$ cat src/rtl/heap_sort_engine_unit_assert.svh
// ----------------------------------------------------------------------------
// Assertion macros for the heap sort engine
// Shared concurrent assertion forms, clocked on clk and disabled in reset.
// ----------------------------------------------------------------------------
`ifndef HEAP_SORT_ENGINE_UNIT_ASSERT_SVH
`define HEAP_SORT_ENGINE_UNIT_ASSERT_SVH

// consequent checked in the same cycle as the antecedent
`define HSE_ASSERT_SAME(lbl, ante, cons, msg) \
  lbl: assert property (@(posedge clk) disable iff (rst) (ante) |-> (cons)) \
    else $error(msg);

// consequent checked in the cycle after the antecedent
`define HSE_ASSERT_NEXT(lbl, ante, cons, msg) \
  lbl: assert property (@(posedge clk) disable iff (rst) (ante) |=> (cons)) \
    else $error(msg);

`endif

$ cat src/rtl/hse_pkg.sv
// ----------------------------------------------------------------------------
// hse_pkg
// Widths, record and control types, and the key compare for the sort engine.
// ----------------------------------------------------------------------------
package hse_pkg;

  localparam int MAX_ITEMS = 64;
  localparam int KEY_W     = 32;
  localparam int PAY_W     = 16;
  localparam int REC_W     = KEY_W + PAY_W;
  localparam int IDX_W     = $clog2(MAX_ITEMS);
  localparam int CNT_W     = $clog2(MAX_ITEMS + 1);
  localparam int KID_W     = IDX_W + 2;

  typedef logic [IDX_W-1:0] idx_t;
  typedef logic [CNT_W-1:0] cnt_t;
  typedef logic [KID_W-1:0] kid_t;
  typedef logic [KEY_W-1:0] key_t;
  typedef logic [PAY_W-1:0] pay_t;

  typedef struct packed {
    key_t key;
    pay_t payload;
  } rec_t;

  typedef struct packed {
    logic we;
    idx_t waddr;
    rec_t wdata;
    logic re;
    idx_t raddr_a;
    idx_t raddr_b;
  } mem_req_t;

  typedef struct packed {
    key_t cur;
    key_t left;
    key_t right;
    logic right_ok;
    logic sgn;
  } cmp_req_t;

  typedef enum logic [3:0] {
    ST_LOAD,
    ST_START,
    ST_TOP_RD,
    ST_TOP_LD,
    ST_SIFT,
    ST_PLACE,
    ST_EXT_RD,
    ST_EXT_WR,
    ST_EMIT
  } state_t;

  typedef enum logic [1:0] {
    PICK_NODE,
    PICK_LEFT,
    PICK_RIGHT
  } pick_t;

  // a < b; unsigned, or signed when sgn is set, done by flipping the sign bits
  function automatic logic key_less(key_t a, key_t b, logic sgn);
    key_t flip;
    flip = {sgn, {(KEY_W-1){1'b0}}};
    return (a ^ flip) < (b ^ flip);
  endfunction

endpackage

$ cat src/rtl/hse_pick.sv
// ----------------------------------------------------------------------------
// hse_pick
// Sift-down decision: keep the node or move the larger child up.
// ----------------------------------------------------------------------------
module hse_pick import hse_pkg::*; (
  input  cmp_req_t req,
  output pick_t    pick
);

  logic left_wins;
  logic right_wins;
  key_t best_key;

  always_comb begin
    // left tested first, only a strictly larger child replaces the parent
    left_wins  = key_less(req.cur, req.left, req.sgn);
    best_key   = left_wins ? req.left : req.cur;
    right_wins = req.right_ok && key_less(best_key, req.right, req.sgn);
    if (right_wins) begin
      pick = PICK_RIGHT;
    end else if (left_wins) begin
      pick = PICK_LEFT;
    end else begin
      pick = PICK_NODE;
    end
  end

endmodule

$ cat config.mk
export PLATFORM = sky130hd
export DESIGN_NAME = hse_pick
export DESIGN_NICKNAME = d
export VERILOG_FILES = /design/src/rtl/heap_sort_engine_unit_assert.svh /design/src/rtl/hse_pkg.sv /design/src/rtl/hse_pick.sv
export SDC_FILE = /design/constraint.sdc
export NUM_CORES = 1
export LEC_CHECK = 0
export ABC_AREA = 1
export BUFFER_PORTS_ARGS = -buffer_cell sky130_fd_sc_hd__buf_4
export CAP_MARGIN = 20
export CORE_ASPECT_RATIO = 0.8
export CORE_UTILIZATION = 50
export DETAILED_ROUTE_END_ITERATION = 7
export PLACE_DENSITY = 0.87
export RECOVER_POWER = 25
export SETUP_SLACK_MARGIN = 0.5
export SYNTH_ARGS = -nofsm -noshare
export SYNTH_HDL_FRONTEND = slang
export SYNTH_SLANG_ARGS = --single-unit
$ cat constraint.sdc
create_clock -name vclk -period 5.6
set_input_delay 0.28 -clock vclk [all_inputs]
set_output_delay 0.28 -clock vclk [all_outputs]
set_load 0.02 [all_outputs]
==> impl_metrics.json <==
{
  "holdBufCountCts": 0,
  "cp_data_arrival_time_ns": 3.69,
  "cp_common_cell": "nor2_1",
  "yosysSeqAreaShare_pct": 0,
  "end_kind": "primary output",
  "crit_fanout": 63,
  "rsz0062_at_grt": "false",
  "synth_area_mm2": 0.00196,
  "path_class": "in2out",
  "dp_hpwl_um": 4320,
  "grt_pass1_wl_um": 8160,
  "port-buffer-count": 100,
  "grt_usage_pct": 23.2,
  "first_iter_violations": 71,
  "finalWorstSetupSlack_ns": 1.63,
  "vias": 2286,
  "dieArea_mm2": 0.00418,
  "outcome": "finished clean",
  "cap_violations": 0,
  "min_period_ns": 3.97,
  "tightest_slew_ns": 0.536,
  "core_mm2": 0.00359,
  "crit_slowest_cell": "nor4_1",
  "diodes": 0,
  "hold_violations": 0,
  "grt_pass1_vias": 2133,
  "clock_buffers": 0,
  "syn2layout_area_growth_pct": 40.0,
  "antenna_left": 0,
  "rows": 19,
  "slew_headroom_pct": 64.2,
  "die_x_um": 72.1,
  "layout-drive-gt1-share_pct": 25.1,
  "initial_core_util_pct": 54.7,
  "leakage_nw": 1.72,
  "syn_inst": 329,
  "worstPathRequired_ns": 5.32,
  "design.seq.count": 0,
  "place_congestion": 0.848,
  "min_to": "pick[1]",
  "grt-ovfl-total": 0,
  "hold_path_class": "in2out",
  "routed_via_density": 4.82,
  "place_ws_ns": 1.72,
  "crit_path_max_incr_delay_ns": 0.42,
  "routedWlPerCell_um": 10.2,
  "maxSlewViolCount": 0,
  "routed_wl_um": 4820,
  "layout.nets": 584,
  "peakVddDrop_uv": 89.4,
  "fp.dieH_um": 58.1,
  "postCtsSetupRepairBufs": 0,
  "post-route-period-util_pct": 70.9,
  "min_from": "req[1]",
  "cp_top_family": "simple AND/OR/NAND/NOR gates",
  "power_density_mw_per_mm2": 108,
  "holdPathStages": 5,
  "critPathLaunchType": "input pin",
  "crit_path_cell_trace": "buf_4 -> xor2_1 -> ha_1 -> nand2_1 -> nor2_1 -> nand2_1 -> nor2_1 -> nand2_2 -> nand2_4 -> o21ai_0 -> ha_1 -> a21o_1 -> a221oi_1 -> nor2_1 -> nor4_1 -> a21boi_1 -> buf_4",
  "io_pins": 100,
  "utilization_pct": 76.6,
  "synth_area_per_cell_um2": 5.97,
  "max_freq_mhz": 252,
  "grt_max_degree": 64,
  "setup_violations": 0,
  "antenna_found_initial": 0,
  "fillers": 291,
  "tns_ns": 0,
  "yosysWarnings": 0,
  "synth_nets": 489,
  "regArea_um2": 0,
  "post_cts_resized": 0,
  "cp.buffers_inverters": 2,
  "route.detailed.drc": 0,
  "drt_first_pass_iters": 4,
  "synth_cell_types": 27
}
-- logic make-up after synthesis --
kind of cell	count (synthesis)	share of synthesized area, %
and+or+nand+nor	113	23.6
adders and majority gates	62	39.5
AOI/OAI and AO/OA	69	19.1
buffers and inverters	80	15.5
muxes	1	0.510
xor gates and xnor gates	4	1.78
-- cells in the mapped netlist --
| cell type | instances | area (µm²) |
|---|---|---|
| a221oi_1 | 1 | 8.76 |
| o21ai_1 | 1 | 5.00 |
| inv_1 | 72 | 270 |
| a21o_1 | 1 | 7.51 |
| a211oi_1 | 2 | 15.0 |
| nand4_1 | 4 | 25.0 |
| buf_4 | 1 | 7.51 |
| nand2_2 | 1 | 6.26 |
| inv_2 | 1 | 3.75 |
| o221a_2 | 1 | 11.3 |
| nand3b_1 | 1 | 7.51 |
| mux2i_1 | 1 | 10.0 |
| xnor2_1 | 3 | 26.3 |
| xor2_1 | 1 | 8.76 |
| a21oi_2 | 2 | 17.5 |
| ha_1 | 62 | 776 |
| o21a_1 | 1 | 7.51 |
| a21oi_1 | 25 | 125 |
| nor4_1 | 2 | 12.5 |
| nand3_1 | 6 | 30.0 |
| nand2_4 | 1 | 11.3 |
| nand2_1 | 82 | 308 |
| o21ai_0 | 34 | 170 |
| a21boi_1 | 1 | 7.51 |
| clkbuf_1 | 6 | 22.5 |
| nor2_1 | 13 | 48.8 |
| nor3_1 | 3 | 15.0 |
-- layer usage --
layer | wire [µm] | up-vias | GRT usage, %
li1 | - | 1255 | -
met1 | 2310 | 949 | 30.2
met2 | 2230 | 80 | 44.9
met3 | 270 | 2 | 0.696
met4 | 13 | 0 | 0.560
met5 | 0 | - | 0
-- cells in the final DEF, fill, tap and decap left out, types with 2 or more instances in the layout --
cell | synthesis | routed
xnor2_1 | 3 | 3
nor2_1 | 13 | 13
a21oi_1 | 25 | 25
a21oi_2 | 2 | 2
nand3_1 | 6 | 6
nor4_1 | 2 | 2
o21ai_0 | 34 | 34
buf_4 | 1 | 100
nor3_1 | 3 | 3
ha_1 | 62 | 62
a211oi_1 | 2 | 2
inv_1 | 72 | 72
nand4_1 | 4 | 4
nand2_1 | 82 | 82
-- area by class of cell --
type,instances,area [µm²],area share (%)
Multi-Input combinational cell,249,1660,60.4
Timing Repair Buffer,100,751,27.3
Inverter,73,274,9.96
Tap cell,52,65.1,2.37
-- stage by stage --
stage | hold WS [ns] | std cells | cell area, µm² | total power [mW]
finish | 1.10 | 474 | 2750 | 0.297
global route | 1.14 | 474 | 2750 | 0.342
CTS | 1.11 | 474 | 2750 | 0.296
detailed placement | 1.10 | 474 | 2750 | 0.295
global placement | 1.10 | 474 | 2750 | 0.283
floorplan | 0.928 | 329 | 1960 | 0.194
-- worst max path at each step --
stage / start / end / cells after the start
6_report: req[0] / pick[1] / 17
5_1_grt: req[0] / pick[1] / 18
4_1_cts: req[0] / pick[1] / 17
3_5_place_dp: req[0] / pick[1] / 17
3_3_place_gp: req[0] / pick[1] / 16
2_1_floorplan: req[0] / pick[1] / 18
-- report_power, final --
part | switching (mW) | internal, mW | leakage (nW)
combinational | 0.157 | 0.140 | 1.72
clock | 0 | 0 | 0
sequential | 0 | 0 | 0
No activity file was read; power rests on OpenSTA's default activity.
