File: src/rtl/heap_sort_engine_unit_assert.svh
// ----------------------------------------------------------------------------
// Assertion macros for the heap sort engine
// Shared concurrent assertion forms, clocked on clk and disabled in reset.
// ----------------------------------------------------------------------------
`ifndef HEAP_SORT_ENGINE_UNIT_ASSERT_SVH
`define HEAP_SORT_ENGINE_UNIT_ASSERT_SVH

// consequent checked in the same cycle as the antecedent
`define HSE_ASSERT_SAME(lbl, ante, cons, msg) \
  lbl: assert property (@(posedge clk) disable iff (rst) (ante) |-> (cons)) \
    else $error(msg);

// consequent checked in the cycle after the antecedent
`define HSE_ASSERT_NEXT(lbl, ante, cons, msg) \
  lbl: assert property (@(posedge clk) disable iff (rst) (ante) |=> (cons)) \
    else $error(msg);

`endif

File: src/rtl/hse_ram.sv
// ----------------------------------------------------------------------------
// hse_ram
// Generic RAM: one write port, two read ports, registered read with enable.
// ----------------------------------------------------------------------------
module hse_ram #(
  parameter int WIDTH = 8,
  parameter int DEPTH = 16
) (
  input  logic                     clk,
  input  logic                     we,
  input  logic [$clog2(DEPTH)-1:0] waddr,
  input  logic [WIDTH-1:0]         wdata,
  input  logic                     re,
  input  logic [$clog2(DEPTH)-1:0] raddr_a,
  input  logic [$clog2(DEPTH)-1:0] raddr_b,
  output logic [WIDTH-1:0]         rdata_a,
  output logic [WIDTH-1:0]         rdata_b
);

  logic [WIDTH-1:0] mem [DEPTH];

  always_ff @(posedge clk) begin
    if (we) begin
      mem[waddr] <= wdata;
    end
  end

  // read data holds while re is low
  always_ff @(posedge clk) begin
    if (re) begin
      rdata_a <= mem[raddr_a];
      rdata_b <= mem[raddr_b];
    end
  end

endmodule

File: config.mk
export PLATFORM = sky130hd
export DESIGN_NAME = hse_ram
export DESIGN_NICKNAME = d
export VERILOG_FILES = /design/src/rtl/heap_sort_engine_unit_assert.svh /design/src/rtl/hse_ram.sv
export SDC_FILE = /design/constraint.sdc
export NUM_CORES = 1
export LEC_CHECK = 0
export ABC_AREA = 1
export BUFFER_PORTS_ARGS = -buffer_cell sky130_fd_sc_hd__clkbuf_2
export CORE_UTILIZATION = 35
export CTS_CLUSTER_DIAMETER = 200
export DETAILED_ROUTE_END_ITERATION = 10
export SLEW_MARGIN = 30
export SYNTH_ARGS = -nofsm -noshare
export SYNTH_HDL_FRONTEND = slang
export SYNTH_SLANG_ARGS = --single-unit
File: constraint.sdc
create_clock -name clk -period 2.9 [get_ports clk]
set_clock_uncertainty 0.05 [all_clocks]
set_input_delay 0.58 -clock clk [delete_from_list [all_inputs] [get_ports clk]]
set_output_delay 0.58 -clock clk [all_outputs]
set_load 0.05 [all_outputs]
==> results.yml, run 1 <==
outcome:
  status: "finished, final reports clean"
clock_network:
  post_cts_resized: 0
  clockBufferDepth: 2
  postCtsSetupBuffers: 0
  cts_tree: "done"
  cts-root-buf: "clkbuf_16"
  cts_inserted_buffers: 17
  htree_levels: 4
  cts.sinks: 144
  clock_latency_ns: 0.42
  clk_pin_slew_worst_paths_ns: 0.06
  ctsHoldBuffers: 0
critical_path:
  end_kind: "output port"
  path_cells: "clkbuf_2"
  cp_max_fo: 1
  max_stage_delay_ns: 0.44
  cp.buffers_inverters: 1
  crit_type: "reg -> out"
  r2r_slack_ns: 1.67
  arrival_ns: 1.17
  cp-start-kind: "flop"
  cpMaxStageDelayCell: "edfxtp_1"
  worst_ep_required_time_ns: 2.27
  crit_family: "flip-flops"
cells_and_area:
  drive_above_1_share_pct: 10.6
  diodes: 0
  final_net_count: 913
  area_growth_pct: 12.7
  layout_commonest_cell: "nand2_1"
  layout_common_cells: "277 x nand2_1, 225 x nand3_1, 144 x edfxtp_1, 134 x inv_1, 38 x clkbuf_2"
logic_synthesis:
  yosysWarnings: 0
  ys_ff_latch: 144
  yosys.area.top_type_share_pct: 58.3
  synth_cell_types: 12
  ys_seq_area_share_pct: 58.3
  avgSynthCellArea_sq_um: 8.72
  synth.net_count: 874
  synth_area_leaders: "edfxtp_1 58%, nand3_1 15%, nand2_1 14%"
  mappedNetlistArea_sq_um: 7420
  synth_top_area_cell: "edfxtp_1"
  syn_inst: 851
route:
  drc: 0
  dr_total_vias: 5842
  drtPass1Iterations: 7
  viasPerCell: 4.99
  routed_wl_um: 20400
  wl_per_cell_um: 17.5
  ant_nets: 0
  drtIter0Drc: 621
global_routing:
  grt_pass1_vias: 5312
  grt_max_degree: 65
  grt_antenna_before_repair: 0
  grt.total_usage_pct: 19.4
  overflow: 0
  grt_pass1_wl_um: 30900
pwr:
  p_per_area_nw_per_um2: 578
  total_power_mw: 4.83
  leakagePower_nw: 3.73
  vdd_ir_drop_max_mv: 0.276
die:
  num_rows: 52
  start_util_pct: 36.2
  coreArea_sq_um: 20500
  dieArea_sq_um: 21800
  die_h_um: 148
  io_pins: 39
  die_x_um: 148
sta:
  slew_headroom_pct: 48.3
  fin_tns_setup_ns: 0
  max_freq_ghz: 0.555
  fin_crit_sh_pct: 62.1
  period_needed_ns: 1.80
  hold_viol_final: 0
  rsz0062_at_grt: "no"
  tightest_slew_ns: 0.774
  slew_viol_final: 0
  setup_violations: 0
flow_run:
  cap_violations: 0
placed_design:
  globalplace.congestion: 0.838
  dp_hpwl_um: 12800
  io_buffers: 38
min_path:
  hp-class: "in -> reg"
path summary, 6_finish.rpt:
check,start,to,cells past startpoint
worst max-delay path,rdata_a[5],rdata_a[5],1
worst min-delay path,wdata[4],mem[3][4],1
worst max register to register,mem[7][1],rdata_b[1],6
worst min register to register,mem[5][3],rdata_a[3],6
state kept, by name, summed over array words and instances, names as in the netlist:
| signal | count |
|---|---|
| mem | 128 |
| rdata_a | 8 |
| rdata_b | 8 |
power breakdown:
part | internal (mW) | leakage (nW) | switching (mW)
registers | 2.36 | 1.31 | 0.0203
clock network | 1.15 | 0.244 | 0.788
logic | 0.137 | 2.17 | 0.385
total | 3.64 | 3.73 | 1.19
layer usage:
metal | part of all wire (%) | vias up | wire length [um] | GRT usage [%]
met5 | 0 | - | 0 | 0
met4 | 2.4 | 0 | 495 | 7.58
met3 | 7.7 | 36 | 1580 | 4.23
met2 | 47 | 274 | 9610 | 31.3
met1 | 43 | 2697 | 8740 | 25.6
li1 | - | 2835 | - | -
synth_stat cells:
library cell  count
buf_1             1
buf_2            26
inv_2             4
nor2_1           17
buf_6            14
clkbuf_1          3
nand3b_1          2
inv_1           134
edfxtp_1        144
nand2_1         277
nand3_1         225
buf_4             4
area by class of cell:
| cell class | count | area (sq um) |
|---|---|---|
| clock buffers | 20 | 437 |
| clock inverters | 9 | 71.3 |
| inverters | 138 | 518 |
| well taps | 270 | 338 |
| fillers | 2029 | 12100 |
| multi-input cells | 521 | 2240 |
| flip-flops and latches | 144 | 4320 |
| repair buffers | 68 | 428 |
per-stage QoR:
| stage | setup slack [ns] | util (%) | instance area, sq um | instances | hold WS (ns) |
|---|---|---|---|---|---|
| floorplan | 1.32 | - | 7420 | 851 | 0.629 |
| global placement | 0.765 | 38.3 | 7850 | 1141 | 0.695 |
| detailed placement | 0.768 | 38.3 | 7850 | 1141 | 0.700 |
| CTS | 1.09 | 40.8 | 8360 | 1170 | 0.552 |
| global route | 1.07 | 40.8 | 8360 | 1170 | 0.586 |
| finish | 1.10 | 40.8 | 8360 | 1170 | 0.560 |
kinds of logic (layout without fill, tap and decap cells):
logic type	count (synthesis)	after routing	synth area share (%)
and+or+nand+nor	521	521	30.3
DFF	144	144	58.3
buffers and inverters	186	235	11.5
No activity file was read; power rests on OpenSTA's default activity.
==> inputs of run 2 (changes only) <==
clock period = 1.63 ns   (was 2.9 ns; I/O delays follow)
==> run 2 against run 1 <==
Effect of this change: via count increased by 3.2%; core utilization is 1.4 points higher; die area unchanged; critical path type unchanged; largest cell class unchanged; largest power group unchanged.
==> results.yml, run 2 (synthesized netlist as in run 1, its figures left out) <==
outcome:
  status: "finished, final reports clean"
critical_path:
  cp.buffers_inverters: 1
  max_stage_delay_ns: 0.46
  cp_max_fo: 1
  worst_ep_required_time_ns: 1.25
  cp-start-kind: "flop"
  arrival_ns: 1.16
  cpMaxStageDelayCell: "edfxtp_1"
  crit_type: "reg -> out"
  crit_family: "flip-flops"
  end_kind: "output port"
  path_cells: "clkbuf_2"
clock_network:
  htree_levels: 4
  clk_pin_slew_worst_paths_ns: 0.06
  postCtsSetupBuffers: 0
  ctsHoldBuffers: 0
  clock_latency_ns: 0.43
  cts.sinks: 144
  clockBufferDepth: 2
  cts-root-buf: "clkbuf_16"
  cts_inserted_buffers: 17
  post_cts_resized: 0
  cts_tree: "done"
route:
  viasPerCell: 5.09
  drc: 0
  wl_per_cell_um: 17.9
  drtIter0Drc: 585
  ant_nets: 0
  drtPass1Iterations: 5
  routed_wl_um: 21200
  dr_total_vias: 6028
sta:
  fin_crit_sh_pct: 94.0
  tightest_slew_ns: 0.723
  setup_violations: 0
  period_needed_ns: 1.53
  max_freq_ghz: 0.653
  hold_viol_final: 0
  slew_headroom_pct: 51.7
  setup_slack_ns: 0.0986
  rsz0062_at_grt: "no"
  slew_viol_final: 0
cells_and_area:
  reg_top3: "mem x128, rdata_a x8, rdata_b x8"
  layout_common_cells: "277 x nand2_1, 225 x nand3_1, 144 x edfxtp_1, 134 x inv_1, 38 x clkbuf_2"
  final_net_count: 924
  layout_commonest_cell: "nand2_1"
  register_area_sq_um: 4320
  largest_reg_flops: 128
  diodes: 0
  nFillCells: 2002
  drive_above_1_share_pct: 12.3
  regMostFlops: "mem"
  area_growth_pct: 16.5
  fin_area_sq_um: 8640
  multi_input_area_sq_um: 2240
global_routing:
  overflow: 0
  grt_antenna_before_repair: 0
  grt.total_usage_pct: 20.4
  grt_max_degree: 42
  grt_pass1_wl_um: 32800
  grt_pass1_vias: 5712
die:
  dieArea_sq_um: 21800
  coreArea_sq_um: 20500
  die_x_um: 148
  num_rows: 52
  io_pins: 39
  start_util_pct: 36.2
  die_h_um: 148
pwr:
  p_per_area_nw_per_um2: 1060
  leakagePower_nw: 3.85
  vdd_ir_drop_max_mv: 0.625
  total_power_mw: 9.13
placed_design:
  io_buffers: 38
  dp_hpwl_um: 13600
  globalplace.congestion: 0.877
  dpl_cell_area_sq_um: 8050
  place_ws_ns: -0.0613
min_path:
  hp-class: "in -> reg"
flow_run:
  cap_violations: 0
run 2: cell types whose count changed in the layout (fill, tap and decap cells not counted), sizes merged:
| cell | change |
|---|---|
| clkinvlp | +3 |
| bufinv | +2 |
| clkinv | -1 |
| clkbuf | -2 |
| buf | +11 |
| inv | +1 |
run 2: layout make-up:
type                    instances  share of cell area, %
well taps                     270                   3.91
multi-input cells             521                   26.0
flip-flops and latches        144                   50.0
clock buffers                  18                   4.97
repair buffers                 79                   7.21
inverters                     138                   5.99
clock inverters                14                   1.93
run 2: per-layer routing:
metal | GRT usage, % | share of wire (%) | up-vias
li1 | - | - | 2858
met1 | 28.1 | 44 | 2832
met2 | 30.9 | 45 | 283
met3 | 3.80 | 7.4 | 55
met4 | 9.69 | 3.0 | 0
met5 | 0 | 0 | -
run 2: per-stage QoR:
step                util (%)  instances  TNS, ns  hold slack [ns]
global route            42.2       1184        0            0.309
floorplan                  -        851        0            0.375
global placement        39.3       1152  -0.0552            0.691
detailed placement      39.3       1152  -0.0935            0.692
finish                  42.2       1184        0            0.285
CTS                     42.2       1184        0            0.273
run 2: worst paths after layout:
kind                   start          to  slack [ns]  cells after the start
hold / removal      wdata[4]  mem[15][4]        0.28                      1
hold reg to reg   mem[14][1]  rdata_b[1]        0.71                      6
setup / recovery  rdata_a[0]  rdata_a[0]         0.1                      1
setup reg to reg  mem[11][7]  rdata_b[7]        0.36                      6
run 2: report_power, final:
part,switching [mW],internal (mW)
combinational,0.711,0.290
clock,1.51,2.40
sequential,0.0311,4.19
run 2: worst register-to-register path: cells and delay by family (launching register included):
kind | cells | cell delay, ns
buffers and inverters | 1 | 0.09
flip-flops | 1 | 0.36
AND/OR/NAND/NOR | 5 | 0.49
==> inputs of run 3 (changes only) <==
==> constraint.sdc (replaced) <==
create_clock -name clk -period 1.63 [get_ports clk]
set_clock_uncertainty 0.05 [all_clocks]
set_input_delay 0.2445 -clock clk [delete_from_list [all_inputs] [get_ports clk]]
set_output_delay 0.2445 -clock clk [all_outputs]
set_load 0.05 [all_outputs]
==> run 3 against run 2 <==
Effect of this change: highest routed layer unchanged; worst hold slack worse by 0.073 ns; sequential cell count stayed put; fmax is 5.8% higher; die area stayed put; critical path depth stayed put; critical endpoint is now rdata_b[7]; first-iteration DRC count is 13% higher; critical path type unchanged.
==> results.yml, run 3 (synthesized netlist as in run 1, its figures left out) <==
min_path:
  hp-class: "in -> reg"
critical_path:
  crit_family: "flip-flops"
  crit_type: "reg -> out"
  max_stage_delay_ns: 0.46
  cp.buffers_inverters: 1
  cp_max_fo: 1
  cpMaxStageDelayCell: "edfxtp_1"
  worst_ep_required_time_ns: 1.34
  end_kind: "output port"
  arrival_ns: 1.15
  path_cells: "clkbuf_2"
  cp-start-kind: "flop"
sta:
  rsz0062_at_grt: "no"
  setup_slack_ns: 0.182
  hold_viol_final: 0
  fin_crit_sh_pct: 88.8
  max_freq_ghz: 0.691
  setup_violations: 0
  fin_tns_setup_ns: 0
  slew_viol_final: 0
  period_needed_ns: 1.45
  tightest_slew_ns: 0.749
  slew_headroom_pct: 50.0
global_routing:
  grt_antenna_before_repair: 0
  grt_pass1_vias: 5613
  grt.total_usage_pct: 20.5
  overflow: 0
  grt_max_degree: 65
  grt_pass1_wl_um: 32900
clock_network:
  clk_pin_slew_worst_paths_ns: 0.06
  post_cts_resized: 0
  clockBufferDepth: 2
  cts-root-buf: "clkbuf_16"
  htree_levels: 4
  cts_inserted_buffers: 17
  postCtsSetupBuffers: 0
  ctsHoldBuffers: 0
  cts_tree: "done"
  clock_latency_ns: 0.43
  cts.sinks: 144
pwr:
  switching_share_pct: 24.5
  seqPwrFrac_pct: 46.8
  p_per_area_nw_per_um2: 1060
  pwr-share-comb_pct: 10.7
  leakagePower_nw: 3.80
  clkPwrFrac_pct: 42.5
  p_int_mw: 6.83
  p_switching_mw: 2.21
  total_power_mw: 9.04
  vdd_ir_drop_max_mv: 0.625
route:
  drc: 0
  dr_total_vias: 5959
  ant_nets: 0
  routed_wl_um: 21300
  wl_per_cell_um: 18.1
  viasPerCell: 5.07
  drtIter0Drc: 661
  drtPass1Iterations: 5
die:
  io_pins: 39
  num_rows: 52
  die_x_um: 148
  dieArea_sq_um: 21800
  start_util_pct: 36.2
  die_h_um: 148
  coreArea_sq_um: 20500
placed_design:
  io_buffers: 38
  place_ws_ns: 0.0226
  dp_hpwl_um: 13000
  globalplace.congestion: 0.865
outcome:
  status: "finished, final reports clean"
cells_and_area:
  drive_above_1_share_pct: 11.1
  final_net_count: 917
  area_growth_pct: 14.8
  layout_commonest_cell: "nand2_1"
  reg_top3: "mem x128, rdata_a x8, rdata_b x8"
  layout_common_cells: "277 x nand2_1, 225 x nand3_1, 144 x edfxtp_1, 134 x inv_1, 38 x clkbuf_2"
  regMostFlops: "mem"
  diodes: 0
  largest_reg_flops: 128
flow_run:
  cap_violations: 0
run 3: cell count changes in the layout (fill, tap and decap cells not counted), sizes merged:
cell      change
clkinvlp      -3
clkinv        +3
buf           -7
inv           -1
run 3: worst paths after layout:
check | start | end | slack, ns | cells after the start
min | wdata[4] | mem[12][4] | 0.21 | 1
max reg2reg | mem[1][0] | rdata_a[0] | 0.41 | 6
min reg2reg | mem[10][0] | rdata_a[0] | 0.70 | 6
max | rdata_b[7] | rdata_b[7] | 0.18 | 1
run 3: metal layers:
layer  wire length, um  part of all wire [%]  global-route usage (%)
met5                 0                     0                       0
met4               576                   2.7                    8.66
met3              1820                   8.5                    4.17
met2              9870                    46                    32.2
met1              9040                    42                    27.5
run 3: power groups by stage:
| stage | sequential [mW] | combinational (mW) | clock, mW |
|---|---|---|---|
| 5_1_grt | 4.24 | 1.05 | 4.03 |
| 3_3_place_gp | 4.31 | 0.955 | 0 |
| 4_1_cts | 4.23 | 0.962 | 3.88 |
| 2_1_floorplan | 4.41 | 0.521 | 0 |
| 6_report | 4.23 | 0.965 | 3.84 |
| 3_5_place_dp | 4.31 | 0.958 | 0 |
run 3: through the flow:
step           util (%)  cell area [sq um]  hold WS (ns)  instances
6_report           41.6               8520         0.211       1176
5_1_grt            41.6               8520         0.224       1176
4_1_cts            41.6               8520         0.205       1176
3_5_place_dp       38.8               7950         0.650       1145
3_3_place_gp       38.8               7950         0.636       1145
2_1_floorplan         -               7420         0.293        851
run 3: final cells by class:
cell class / instances / area [sq um]
clock buffer: 18 / 429
clock inverter: 13 / 146
fill: 2017 / 12000
inverter: 138 / 518
multi-input combinational: 521 / 2240
sequential: 144 / 4320
tap: 270 / 338
timing repair buffer: 72 / 520
