**src/rtl/heap_sort_engine_unit_assert.svh**
```systemverilog
// ----------------------------------------------------------------------------
// Assertion macros for the heap sort engine
// Shared concurrent assertion forms, clocked on clk and disabled in reset.
// ----------------------------------------------------------------------------
`ifndef HEAP_SORT_ENGINE_UNIT_ASSERT_SVH
`define HEAP_SORT_ENGINE_UNIT_ASSERT_SVH

// consequent checked in the same cycle as the antecedent
`define HSE_ASSERT_SAME(lbl, ante, cons, msg) \
  lbl: assert property (@(posedge clk) disable iff (rst) (ante) |-> (cons)) \
    else $error(msg);

// consequent checked in the cycle after the antecedent
`define HSE_ASSERT_NEXT(lbl, ante, cons, msg) \
  lbl: assert property (@(posedge clk) disable iff (rst) (ante) |=> (cons)) \
    else $error(msg);

`endif

```
**src/rtl/hse_pkg.sv**
```systemverilog
// ----------------------------------------------------------------------------
// hse_pkg
// Widths, record and control types, and the key compare for the sort engine.
// ----------------------------------------------------------------------------
package hse_pkg;

  localparam int MAX_ITEMS = 64;
  localparam int KEY_W     = 32;
  localparam int PAY_W     = 16;
  localparam int REC_W     = KEY_W + PAY_W;
  localparam int IDX_W     = $clog2(MAX_ITEMS);
  localparam int CNT_W     = $clog2(MAX_ITEMS + 1);
  localparam int KID_W     = IDX_W + 2;

  typedef logic [IDX_W-1:0] idx_t;
  typedef logic [CNT_W-1:0] cnt_t;
  typedef logic [KID_W-1:0] kid_t;
  typedef logic [KEY_W-1:0] key_t;
  typedef logic [PAY_W-1:0] pay_t;

  typedef struct packed {
    key_t key;
    pay_t payload;
  } rec_t;

  typedef struct packed {
    logic we;
    idx_t waddr;
    rec_t wdata;
    logic re;
    idx_t raddr_a;
    idx_t raddr_b;
  } mem_req_t;

  typedef struct packed {
    key_t cur;
    key_t left;
    key_t right;
    logic right_ok;
    logic sgn;
  } cmp_req_t;

  typedef enum logic [3:0] {
    ST_LOAD,
    ST_START,
    ST_TOP_RD,
    ST_TOP_LD,
    ST_SIFT,
    ST_PLACE,
    ST_EXT_RD,
    ST_EXT_WR,
    ST_EMIT
  } state_t;

  typedef enum logic [1:0] {
    PICK_NODE,
    PICK_LEFT,
    PICK_RIGHT
  } pick_t;

  // a < b; unsigned, or signed when sgn is set, done by flipping the sign bits
  function automatic logic key_less(key_t a, key_t b, logic sgn);
    key_t flip;
    flip = {sgn, {(KEY_W-1){1'b0}}};
    return (a ^ flip) < (b ^ flip);
  endfunction

endpackage

```
**src/rtl/hse_in_if.sv**
```systemverilog
// ----------------------------------------------------------------------------
// hse_in_if
// Record input channel: valid/ready with key, payload and set marker.
// ----------------------------------------------------------------------------
interface hse_in_if import hse_pkg::*; ();
  logic valid;
  logic ready;
  key_t key;
  pay_t payload;
  logic last;

  modport source (output valid, output key, output payload, output last, input ready);
  modport sink   (input valid, input key, input payload, input last, output ready);
endinterface

```
**src/rtl/hse_out_if.sv**
```systemverilog
// ----------------------------------------------------------------------------
// hse_out_if
// Sorted result channel: valid/ready with key, payload, run end and drop flag.
// ----------------------------------------------------------------------------
interface hse_out_if import hse_pkg::*; ();
  logic valid;
  logic ready;
  key_t key_res;
  pay_t payload_res;
  logic last_res;
  logic dropped;

  modport source (output valid, output key_res, output payload_res, output last_res,
                  output dropped, input ready);
  modport sink   (input valid, input key_res, input payload_res, input last_res,
                  input dropped, output ready);
endinterface

```
**src/rtl/hse_core.sv**
```systemverilog
// ----------------------------------------------------------------------------
// hse_core
// Load, heapsort and emit sequencer around the record RAM.
// ----------------------------------------------------------------------------
`include "heap_sort_engine_unit_assert.svh"

module hse_core import hse_pkg::*; (
  input  logic         clk,
  input  logic         rst,
  input  logic         key_signed,
  hse_in_if.sink       rec_in,
  hse_out_if.source    rec_out,
  output mem_req_t     mem_req,
  input  rec_t         mem_rdata_a,
  input  rec_t         mem_rdata_b,
  output cmp_req_t     cmp_req,
  input  pick_t        pick
);

  state_t state, state_next;
  cnt_t   count, count_next;
  logic   ovf, ovf_next;
  logic   building, building_next;
  logic   out_valid, out_valid_next;
  idx_t   n_m1, n_m1_next;
  idx_t   bottom, bottom_next;
  idx_t   top_i, top_next;
  idx_t   node, node_next;
  idx_t   hi, hi_next;
  idx_t   emit_idx, emit_next;
  rec_t   cur, cur_next;
  logic   last_q, last_next;
  logic   drop_q, drop_next;

  logic   in_beat;
  logic   store_full;
  logic   sink_end;
  kid_t   kid, kid_r, bottom_ext, top_kid, pick_ext, next_kid;
  idx_t   pick_idx;
  rec_t   pick_rec;

  assign in_beat      = rec_in.valid && rec_in.ready;
  assign rec_in.ready = (state == ST_LOAD);
  assign store_full   = (count == CNT_W'(MAX_ITEMS));

  assign kid        = {1'b0, node, 1'b1};
  assign kid_r      = kid + 1'b1;
  assign bottom_ext = {2'b00, bottom};
  assign top_kid    = {1'b0, top_i, 1'b1};
  assign pick_ext   = (pick == PICK_RIGHT) ? kid_r : kid;
  assign pick_idx   = pick_ext[IDX_W-1:0];
  assign next_kid   = {1'b0, pick_idx, 1'b1};
  assign pick_rec   = (pick == PICK_RIGHT) ? mem_rdata_b : mem_rdata_a;

  assign cmp_req.cur      = cur.key;
  assign cmp_req.left     = mem_rdata_a.key;
  assign cmp_req.right    = mem_rdata_b.key;
  assign cmp_req.right_ok = (kid_r <= bottom_ext);
  assign cmp_req.sgn      = key_signed;

  // result beat comes straight from the RAM read register
  assign rec_out.valid       = out_valid;
  assign rec_out.key_res     = mem_rdata_a.key;
  assign rec_out.payload_res = mem_rdata_a.payload;
  assign rec_out.last_res    = last_q;
  assign rec_out.dropped     = drop_q;

  always_ff @(posedge clk) begin
    if (rst) begin
      state     <= ST_LOAD;
      count     <= '0;
      ovf       <= 1'b0;
      building  <= 1'b0;
      out_valid <= 1'b0;
    end else begin
      state     <= state_next;
      count     <= count_next;
      ovf       <= ovf_next;
      building  <= building_next;
      out_valid <= out_valid_next;
    end
  end

  always_ff @(posedge clk) begin
    n_m1     <= n_m1_next;
    bottom   <= bottom_next;
    top_i    <= top_next;
    node     <= node_next;
    hi       <= hi_next;
    emit_idx <= emit_next;
    cur      <= cur_next;
    last_q   <= last_next;
    drop_q   <= drop_next;
  end

  always_comb begin
    state_next     = state;
    count_next     = count;
    ovf_next       = ovf;
    building_next  = building;
    out_valid_next = out_valid && !rec_out.ready;
    n_m1_next      = n_m1;
    bottom_next    = bottom;
    top_next       = top_i;
    node_next      = node;
    hi_next        = hi;
    emit_next      = emit_idx;
    cur_next       = cur;
    last_next      = last_q;
    drop_next      = drop_q;
    sink_end       = 1'b0;
    mem_req        = '0;

    case (state)
      ST_LOAD: begin
        if (in_beat) begin
          if (store_full) begin
            ovf_next = 1'b1;
          end else begin
            mem_req.we            = 1'b1;
            mem_req.waddr         = count[IDX_W-1:0];
            mem_req.wdata.key     = rec_in.key;
            mem_req.wdata.payload = rec_in.payload;
            count_next            = count + 1'b1;
          end
          if (rec_in.last) begin
            n_m1_next  = store_full ? IDX_W'(MAX_ITEMS - 1) : count[IDX_W-1:0];
            state_next = ST_START;
          end
        end
      end

      ST_START: begin
        // the previous run's final beat still sits in the read register
        if (!out_valid) begin
          if (n_m1 == '0) begin
            emit_next  = '0;
            state_next = ST_EMIT;
          end else begin
            building_next = 1'b1;
            bottom_next   = n_m1;
            top_next      = (n_m1 - 1'b1) >> 1;
            state_next    = ST_TOP_RD;
          end
        end
      end

      ST_TOP_RD: begin
        mem_req.re      = 1'b1;
        mem_req.raddr_a = top_i;
        state_next      = ST_TOP_LD;
      end

      ST_TOP_LD: begin
        cur_next  = mem_rdata_a;
        node_next = top_i;
        if (top_kid <= bottom_ext) begin
          mem_req.re      = 1'b1;
          mem_req.raddr_a = top_kid[IDX_W-1:0];
          mem_req.raddr_b = IDX_W'(top_kid + 1'b1);
          state_next      = ST_SIFT;
        end else begin
          sink_end = 1'b1;
        end
      end

      ST_SIFT: begin
        mem_req.we    = 1'b1;
        mem_req.waddr = node;
        if (pick == PICK_NODE) begin
          mem_req.wdata = cur;
          sink_end      = 1'b1;
        end else begin
          mem_req.wdata = pick_rec;
          node_next     = pick_idx;
          if (next_kid <= bottom_ext) begin
            mem_req.re      = 1'b1;
            mem_req.raddr_a = next_kid[IDX_W-1:0];
            mem_req.raddr_b = IDX_W'(next_kid + 1'b1);
          end else begin
            state_next = ST_PLACE;
          end
        end
      end

      ST_PLACE: begin
        mem_req.we    = 1'b1;
        mem_req.waddr = node;
        mem_req.wdata = cur;
        sink_end      = 1'b1;
      end

      ST_EXT_RD: begin
        mem_req.re      = 1'b1;
        mem_req.raddr_a = '0;
        mem_req.raddr_b = hi;
        state_next      = ST_EXT_WR;
      end

      ST_EXT_WR: begin
        // old root goes to the end, the end record sinks from the root
        mem_req.we    = 1'b1;
        mem_req.waddr = hi;
        mem_req.wdata = mem_rdata_a;
        cur_next      = mem_rdata_b;
        node_next     = '0;
        hi_next       = hi - 1'b1;
        bottom_next   = hi - 1'b1;
        if (hi > IDX_W'(1)) begin
          mem_req.re      = 1'b1;
          mem_req.raddr_a = IDX_W'(1);
          mem_req.raddr_b = IDX_W'(2);
          state_next      = ST_SIFT;
        end else begin
          state_next = ST_PLACE;
        end
      end

      ST_EMIT: begin
        if (!out_valid || rec_out.ready) begin
          mem_req.re      = 1'b1;
          mem_req.raddr_a = emit_idx;
          out_valid_next  = 1'b1;
          last_next       = (emit_idx == n_m1);
          drop_next       = ovf;
          if (emit_idx == n_m1) begin
            count_next = '0;
            ovf_next   = 1'b0;
            state_next = ST_LOAD;
          end else begin
            emit_next = emit_idx + 1'b1;
          end
        end
      end

      default: begin
        state_next = ST_LOAD;
      end
    endcase

    if (sink_end) begin
      if (building) begin
        if (top_i == '0) begin
          building_next = 1'b0;
          hi_next       = n_m1;
          state_next    = ST_EXT_RD;
        end else begin
          top_next   = top_i - 1'b1;
          state_next = ST_TOP_RD;
        end
      end else if (hi == '0) begin
        emit_next  = '0;
        state_next = ST_EMIT;
      end else begin
        state_next = ST_EXT_RD;
      end
    end
  end

  `HSE_ASSERT_SAME(a_ovf_only_full, ovf, store_full, "overflow flagged below capacity")
  `HSE_ASSERT_SAME(a_sift_has_kid, state == ST_SIFT, kid <= bottom_ext,
                   "sift step on a node without children")
  `HSE_ASSERT_SAME(a_emit_slot_free, (state == ST_EMIT) && mem_req.re,
                   !out_valid || rec_out.ready, "result overwritten before taken")
  `HSE_ASSERT_SAME(a_sort_no_result, (state == ST_TOP_RD) || (state == ST_EXT_RD),
                   !out_valid, "sort reads while a result is pending")
  `HSE_ASSERT_NEXT(a_set_nonempty, in_beat && rec_in.last, count != '0,
                   "closed set holds no record")

endmodule

```
**src/flat_wrapper.sv**
```systemverilog
// flat-port wrapper written by rule: the top's interface ports become plain ports
module hse_core_flat import hse_pkg::*;
  (clk, rst, key_signed, mem_req, mem_rdata_a, mem_rdata_b, cmp_req, pick, rec_in_valid, rec_in_key, rec_in_payload, rec_in_last, rec_in_ready, rec_out_valid, rec_out_key_res, rec_out_payload_res, rec_out_last_res, rec_out_dropped, rec_out_ready);
  hse_in_if rec_in_i ();
  hse_out_if rec_out_i ();
  input  logic clk;
  input  logic rst;
  input  logic key_signed;
  output mem_req_t mem_req;
  input  rec_t mem_rdata_a;
  input  rec_t mem_rdata_b;
  output cmp_req_t cmp_req;
  input  pick_t pick;
  input wire logic [$bits(rec_in_i.valid)-1:0] rec_in_valid;
  input wire logic [$bits(rec_in_i.key)-1:0] rec_in_key;
  input wire logic [$bits(rec_in_i.payload)-1:0] rec_in_payload;
  input wire logic [$bits(rec_in_i.last)-1:0] rec_in_last;
  output wire logic [$bits(rec_in_i.ready)-1:0] rec_in_ready;
  output wire logic [$bits(rec_out_i.valid)-1:0] rec_out_valid;
  output wire logic [$bits(rec_out_i.key_res)-1:0] rec_out_key_res;
  output wire logic [$bits(rec_out_i.payload_res)-1:0] rec_out_payload_res;
  output wire logic [$bits(rec_out_i.last_res)-1:0] rec_out_last_res;
  output wire logic [$bits(rec_out_i.dropped)-1:0] rec_out_dropped;
  input wire logic [$bits(rec_out_i.ready)-1:0] rec_out_ready;
  assign rec_in_i.valid = rec_in_valid;
  assign rec_in_i.key = rec_in_key;
  assign rec_in_i.payload = rec_in_payload;
  assign rec_in_i.last = rec_in_last;
  assign rec_in_ready = rec_in_i.ready;
  assign rec_out_valid = rec_out_i.valid;
  assign rec_out_key_res = rec_out_i.key_res;
  assign rec_out_payload_res = rec_out_i.payload_res;
  assign rec_out_last_res = rec_out_i.last_res;
  assign rec_out_dropped = rec_out_i.dropped;
  assign rec_out_i.ready = rec_out_ready;
  hse_core u_core (.clk(clk), .rst(rst), .key_signed(key_signed), .rec_in(rec_in_i), .rec_out(rec_out_i), .mem_req(mem_req), .mem_rdata_a(mem_rdata_a), .mem_rdata_b(mem_rdata_b), .cmp_req(cmp_req), .pick(pick));
endmodule
```
**config.mk**
```make
export PLATFORM = sky130hd
export DESIGN_NAME = hse_core_flat
export DESIGN_NICKNAME = d
export VERILOG_FILES = /design/src/rtl/hse_pkg.sv /design/src/rtl/hse_in_if.sv /design/src/rtl/hse_out_if.sv /design/src/rtl/hse_core.sv /design/src/flat_wrapper.sv
export VERILOG_INCLUDE_DIRS = /design/src /design/src/rtl
export SDC_FILE = /design/constraint.sdc
export NUM_CORES = 1
export LEC_CHECK = 0
export BUFFER_PORTS_ARGS = -buffer_cell sky130_fd_sc_hd__buf_2
export CAP_MARGIN = 20
export CELL_PAD_IN_SITES_DETAIL_PLACEMENT = 0
export CELL_PAD_IN_SITES_GLOBAL_PLACEMENT = 1
export CORE_MARGIN = 2
export CORE_UTILIZATION = 36
export DETAILED_ROUTE_END_ITERATION = 16
export PLACE_DENSITY_LB_ADDON = 0.1
export SLEW_MARGIN = 20
export SYNTH_ARGS = -nofsm -noshare
export SYNTH_HDL_FRONTEND = slang
export SYNTH_SLANG_ARGS = --single-unit
```
**constraint.sdc**
```tcl
create_clock -name clk -period 11.75 [get_ports clk]
set_input_delay 1.175 -clock clk [delete_from_list [all_inputs] [get_ports clk]]
set_output_delay 1.175 -clock clk [all_outputs]
set_load 0.1 [all_outputs]
```
==> results.cfg, run 1 <==
[sta]
clock.fmax_mhz = 186
hold_violations = 0
min_period_over_period_pct = 45.7
min_period_ns = 5.37
skew_ns = 0.0112
rsz0062_at_grt = false
tns_ns = 0
relSlewSlack_pct = 26.4
setup_viol = 0
worst_slew_pin_slew_ns = 1.10
drv_slew = 0

[layout]
final_common_cell = buf_2
final_cell_mix = 367 x buf_2, 302 x nand2_1, 68 x edfxtp_1, 54 x a222oi_1, 36 x nor2_1
fin_nets = 1345
areaGrowthSynthToFinish_pct = 16.1
design_area_um2 = 9180
drive_gt1_share_pct = 35.4

[clock_network]
numCtsBuffers = 9
clk_path_buf_depth = 2
cts.htree.levels = 3
ctsHoldBuffers = 0
clock_latency_ns = 0.35
cts_setup_buffers = 0
cts_tree = yes
root_buffer = clkbuf_16
clock_sink_count = 100
path_clk_slew_ns = 0.07
cts_resized = 0

[global_route]
grt_pass1_wl_um = 43500
first_global_vias = 7038
grt_use_total_pct = 24.0
grt_max_degree = 68
grt_antenna_before_repair = 1
overflow = 0

[logic_synthesis]
synthMuxAreaShare_pct = 0.791
synth_top_family_by_area = simple AND/OR/NAND/NOR gates
synth_compound_area_share_pct = 14.6
synthSimpleGateAreaFrac_pct = 24.3
ys_types = 65
synth_adder_area_share_pct = 4.11
synthTopCellsByArea = edfxtp_1 26%, nand2_1 14%, buf_4 14%
synth_nets = 1160
ys_ff_latch = 100
ys_seq_area_share_pct = 33.9
synth_edf_count = 68
synth_xor_area_share_pct = 4.21
async_reset_ff_share_pct = 0
yosys_most_used_dff = edfxtp_1
synth_cells = 982
netlist_area_um2 = 7910
netlist.top_cell.by_area = edfxtp_1
yosys_warnings = 0
syn_area_per_cell_um2 = 8.05
synth_top_area_share_pct = 25.8

[floorplanning]
start_util_pct = 36.5
die_width_um = 152
rows = 54
core_area_um2 = 21700
die_area_um2 = 23200
die_h_um = 152
io_pins = 370

[pwr]
power.density_nw_per_um2 = 204
p_sw_mw = 1.08
irDropWorstVdd_mv = 0.189
p_int_mw = 0.798
combinationalPowerShare_pct = 57.1
switching_share_pct = 57.4
p_seq_share_pct = 26.6
total_power_mw = 1.87
leakagePower_nw = 4.57
p_clk_share_pct = 16.2

[detailed_routing]
drt_iter0_markers = 881
drt-total-wl_um = 29100
viasPerCell = 5.23
dr.pass1.iters = 8
ant_nets = 0
vias = 7606
wl_per_cell_um = 20.0
drc = 0

[placed_design]
placed_area_um2 = 8880
place_congestion = 0.910
hpwl_um = 21700
io_buffers = 367

[critical_path]
crit_path_top_delay_cell = nor4_2
crit_chain = buf_2 -> nor2b_2 -> inv_2 -> ha_1 -> inv_1 -> ha_1 -> nor2b_1 -> o21bai_1 -> a21oi_1 -> nor4_2 -> or3_1 -> nand3b_1 -> buf_2
worstPathBufferInverterCount = 4
crit_path_max_incr_delay_ns = 0.59
worstPathArrival_ns = 4.19
worstSetupStartpointType = primary input
crit_path_start = pick[0]
crit_type = in2out
critPathCaptureType = primary output
r2r-start = u_core.node[0]
critical_path_required_ns = 10.58
crit_fanout = 9
critPathTopFamily = simple AND/OR/NAND/NOR gates

[min_path]
min_path_type = reg2reg
holdCritStartpoint = u_core.ovf

[run]
cap_violations = 0

[outcome]
status = completed
-- final cells by class --
cell class	count	area, um2
antenna	1	2.50
inverter	29	109
sequential	100	2680
tap	280	350
clock buffer	13	272
multi-input combinational	652	3840
fill	2271	12500
timing repair buffer	375	1900
clock inverter	3	26.3
-- state kept, by name, indices dropped and copies added (netlist names), 4 cells and up --
name and cells:
u_core.cmp_req 32, u_core.count 7, u_core.node 6, u_core.hi 6
u_core.emit_idx 6, u_core.state 4, u_core.n_m1 6, u_core.cur 16
u_core.bottom 6, u_core.top_i 6
-- per-stage QoR --
stage	hold WS (ns)	cells	util [%]	worst slack (ns)
2_1_floorplan	0.409	982	-	4.04
3_3_place_gp	0.422	1436	40.9	6.45
3_5_place_dp	0.430	1436	40.9	6.43
4_1_cts	0.443	1452	42.3	6.41
5_1_grt	0.457	1453	42.3	6.14
6_report	0.437	1453	42.3	6.38
-- power groups by stage --
stage | Combinational (mW) | Sequential [mW] | Clock [mW]
final | 1.07 | 0.499 | 0.304
after global routing | 1.13 | 0.506 | 0.325
after CTS | 1.07 | 0.500 | 0.314
after detailed placement | 1.07 | 0.507 | 0
after global placement | 1.07 | 0.507 | 0
after floorplan | 0.933 | 0.456 | 0
-- logic make-up (layout without fill, tap and decap cells) --
family | after synthesis | in the layout
xor gates and xnor gates | 38 | 38
and+or+nand+nor | 439 | 439
muxes | 6 | 6
AOI/OAI and AO/OA | 143 | 143
other | 0 | 1
buffers and inverters | 230 | 420
adders and majority gates | 26 | 26
DFF | 100 | 100
-- cells in the mapped netlist (4+ instances only) --
cell	n
a21oi_1	14
a22oi_1	13
xnor2_1	24
xor2_1	14
or3_1	6
nor3_1	8
dfxtp_1	32
inv_1	26
and2_1	6
and3_1	13
nor2_1	39
mux2i_1	4
clkbuf_1	38
nor2b_1	5
nand4_1	7
o21ai_0	25
buf_1	6
buf_4	145
edfxtp_1	68
buf_2	12
nand2b_1	10
a222oi_1	54
a221o_1	5
nand3_1	18
nand2_1	303
ha_1	26
-- layer usage --
| metal | share of wire [%] | wire length, um | vias to the layer above | GRT usage [%] |
|---|---|---|---|---|
| li1 | - | - | 3668 | - |
| met3 | 6.5 | 1900 | 29 | 4.35 |
| met5 | 0 | 0 | - | 0 |
| met4 | 2.0 | 591 | 0 | 5.65 |
| met1 | 43 | 12500 | 3608 | 31.6 |
| met2 | 49 | 14100 | 301 | 41.0 |
-- worst paths after layout --
check                                               to  cells past startpoint  slack, ns
worst min-delay path            u_core.rec_out.dropped                      0       0.44
worst max register to register         u_core.state[2]                      9       8.50
worst max-delay path                       mem_req[12]                     13       6.38
worst min register to register  u_core.rec_out.dropped                      0       0.44
No activity file was read; power rests on OpenSTA's default activity.
==> run 2, diff against run 1 <==
- ABC_AREA: default -> 1
- CORE_UTILIZATION: 36 -> 33
- clock period: 11.75 -> 5.4 ns (I/O delays scaled with it)
==> run 2 against run 1 <==
Clock skew shrank 0.0017 ns. Clock power increased by 140%. Sequential share of layout area is 1.6 points lower. Flip-flop and latch count stayed put. Synthesized cell count rose by 21%. Cell count increased by 18%. Register-to-register slack worse by 6.1 ns. Critical path depth rose by 2. Core utilization decreased by 3.6 points. First-iteration DRC count decreased by 42%. Worst setup slack worse by 5.3 ns. Synthesized area rose by 6.5%. Largest power group unchanged.
==> results.cfg, run 2 <==
[floorplanning]
rows = 58
die_area_um2 = 26800
core_area_um2 = 25100
start_util_pct = 33.5
io_pins = 370
die_h_um = 164
die_width_um = 164

[layout]
final_common_cell = nand2_1
largest_reg_flops = 32
areaGrowthSynthToFinish_pct = 15.4
fillers = 2823
final_cell_mix = 387 x nand2_1, 367 x buf_2, 130 x inv_1, 68 x edfxtp_1, 65 x nor2_1
drive_gt1_share_pct = 30.8
fin_nets = 1561

[logic_synthesis]
synth_edf_count = 68
netlist_area_um2 = 8420
async_reset_ff_share_pct = 0
synthTopCellsByArea = edfxtp_1 24%, nand2_1 17%, buf_4 13%
synth_nets = 1364
synth_common_cells = 387 x nand2_1, 151 x buf_4, 130 x inv_1
synth_cells = 1186
synthSimpleGateAreaFrac_pct = 28.2
synth_compound_area_share_pct = 12.8
netlist.top_cell.by_area = edfxtp_1
synth.most_common_cell = nand2_1
ys_types = 47
ys_ff_latch = 100
synth_adder_area_share_pct = 3.86
syn_area_per_cell_um2 = 7.10
ys_seq_area_share_pct = 31.9
synth_top_area_share_pct = 24.2
synth_top_family_by_area = simple AND/OR/NAND/NOR gates
synthMuxAreaShare_pct = 0
synth_xor_area_share_pct = 1.46
yosys_warnings = 0
yosys_most_used_dff = edfxtp_1

[critical_path]
crit_fanout = 6
critPathCaptureType = primary output
crit_type = reg2out
critical_path_required_ns = 4.86
r2r_end = u_core.state[0]
r2r-start = u_core.node[0]
crit_path_start = u_core.node[0]
worstPathArrival_ns = 3.79
worstSetupStartpointType = flip-flop
worstRegToRegCells = 16
r2r_setup_slack_ns = 2.44
crit_end = mem_req[4]

[sta]
hold_violations = 0
skew_ns = 0.00946
setup_ws_ns = 1.07
setup_viol = 0
min_period_over_period_pct = 80.2
relSlewSlack_pct = 32.6
tns_ns = 0
drv_slew = 0
rsz0062_at_grt = false
worst_slew_pin_slew_ns = 1.01
min_period_ns = 4.33
clock.fmax_mhz = 231

[detailed_routing]
viasPerCell = 4.85
drt_iter0_markers = 515
drt-total-wl_um = 33300
dr.pass1.iters = 6
vias = 8342
wl_per_cell_um = 19.4
drc = 0
ant_nets = 0

[placed_design]
place_congestion = 0.883
pre_cts_ws_ns = 1.28
io_buffers = 367
hpwl_um = 25700

[clock_network]
path_clk_slew_ns = 0.08
clock_sink_count = 100
cts.htree.levels = 3
root_buffer = clkbuf_16
clk_path_buf_depth = 2
numCtsBuffers = 9
cts_tree = yes
cts_resized = 0
ctsHoldBuffers = 0
cts_setup_buffers = 0
clock_latency_ns = 0.36

[pwr]
power.density_nw_per_um2 = 322
p_sw_mw = 1.56
total_power_mw = 3.13
p_int_mw = 1.57
p_seq_share_pct = 31.2
leakagePower_nw = 4.92
switching_share_pct = 49.9
p_clk_share_pct = 23.3
combinationalPowerShare_pct = 45.4
irDropWorstVdd_mv = 0.137

[run]
cap_violations = 0

[outcome]
status = completed

[global_route]
overflow = 0
grt_antenna_before_repair = 1
grt_max_degree = 55
grt_use_total_pct = 24.0
grt_pass1_wl_um = 48400
first_global_vias = 7893

[min_path]
min_path_type = reg2reg
-- run 2: cell types whose count changed after synthesis, moves of 27 or more --
cell,previous run,this run
clkbuf_1,38,6
nand2_1,303,387
o21ai_0,25,61
a222oi_1,54,0
nor2_1,39,66
inv_1,26,130
o2111ai_1,0,34
-- run 2: worst min-delay path by stage --
stage	start	slack [ns]	cells after the start	end
after detailed placement	u_core.ovf	0.42	0	u_core.rec_out.dropped
final	u_core.ovf	0.44	0	u_core.rec_out.dropped
after global placement	u_core.ovf	0.41	0	u_core.rec_out.dropped
after floorplan	u_core.ovf	0.41	0	u_core.rec_out.dropped
after global routing	u_core.ovf	0.47	0	u_core.rec_out.dropped
after CTS	u_core.ovf	0.44	0	u_core.rec_out.dropped
-- run 2: worst max-delay path, cell delays in order (launching register included) --
cell and delay (ns):
edfxtp_1 0.53, ha_1 0.30, xnor2_1 0.31, nand2_1 0.08
o21ai_0 0.29, inv_1 0.14, ha_1 0.33, inv_1 0.04
nor2_1 0.13, nand4_1 0.09, nand2_1 0.10, nand2_1 0.11
nor2_2 0.14, nand2_1 0.16, o211ai_1 0.21, buf_2 0.46
-- run 2: kinds of logic after synthesis --
kind of cell,count (synthesis)
XOR/XNOR,14
buffers and inverters,324
adder cells (fa/ha/maj),26
AO/OA/AOI/OAI,172
flip-flops,100
AND/OR/NAND/NOR,550
-- run 2: stage by stage --
stage	utilization [%]	cells	hold slack (ns)	instance area, um2
global route	38.7	1719	0.470	9720
floorplan	-	1186	0.408	8420
CTS	38.7	1718	0.438	9710
detailed placement	37.4	1702	0.419	9390
global placement	37.4	1702	0.413	9390
finish	38.7	1719	0.440	9720
-- run 2: layout make-up --
type                            count  area (um2)  area share, %
Multi-Input combinational cell    762        3920           40.3
Sequential cell                   100        2680           27.6
Timing Repair Buffer              370        1860           19.1
Inverter                          140         528           5.43
Tap cell                          330         413           4.25
Clock buffer                       12         267           2.74
Clock inverter                      4        53.8          0.553
Antenna cell                        1        2.50         0.0257
-- run 2: power groups by stage --
stage | registers (mW) | clock network [mW] | logic, mW
3_3_place_gp | 0.996 | 0 | 1.42
3_5_place_dp | 0.994 | 0 | 1.42
2_1_floorplan | 0.948 | 0 | 1.20
6_report | 0.977 | 0.729 | 1.42
5_1_grt | 0.987 | 0.770 | 1.52
4_1_cts | 0.976 | 0.746 | 1.43
-- run 2: layer usage --
layer  up-vias  track usage, %  wire length, um
met5         -               0                0
met4         0            5.90              616
met3        27            3.23             1650
met2       256            41.8            16400
met1      3925            31.4            14600
li1       4134               -                -
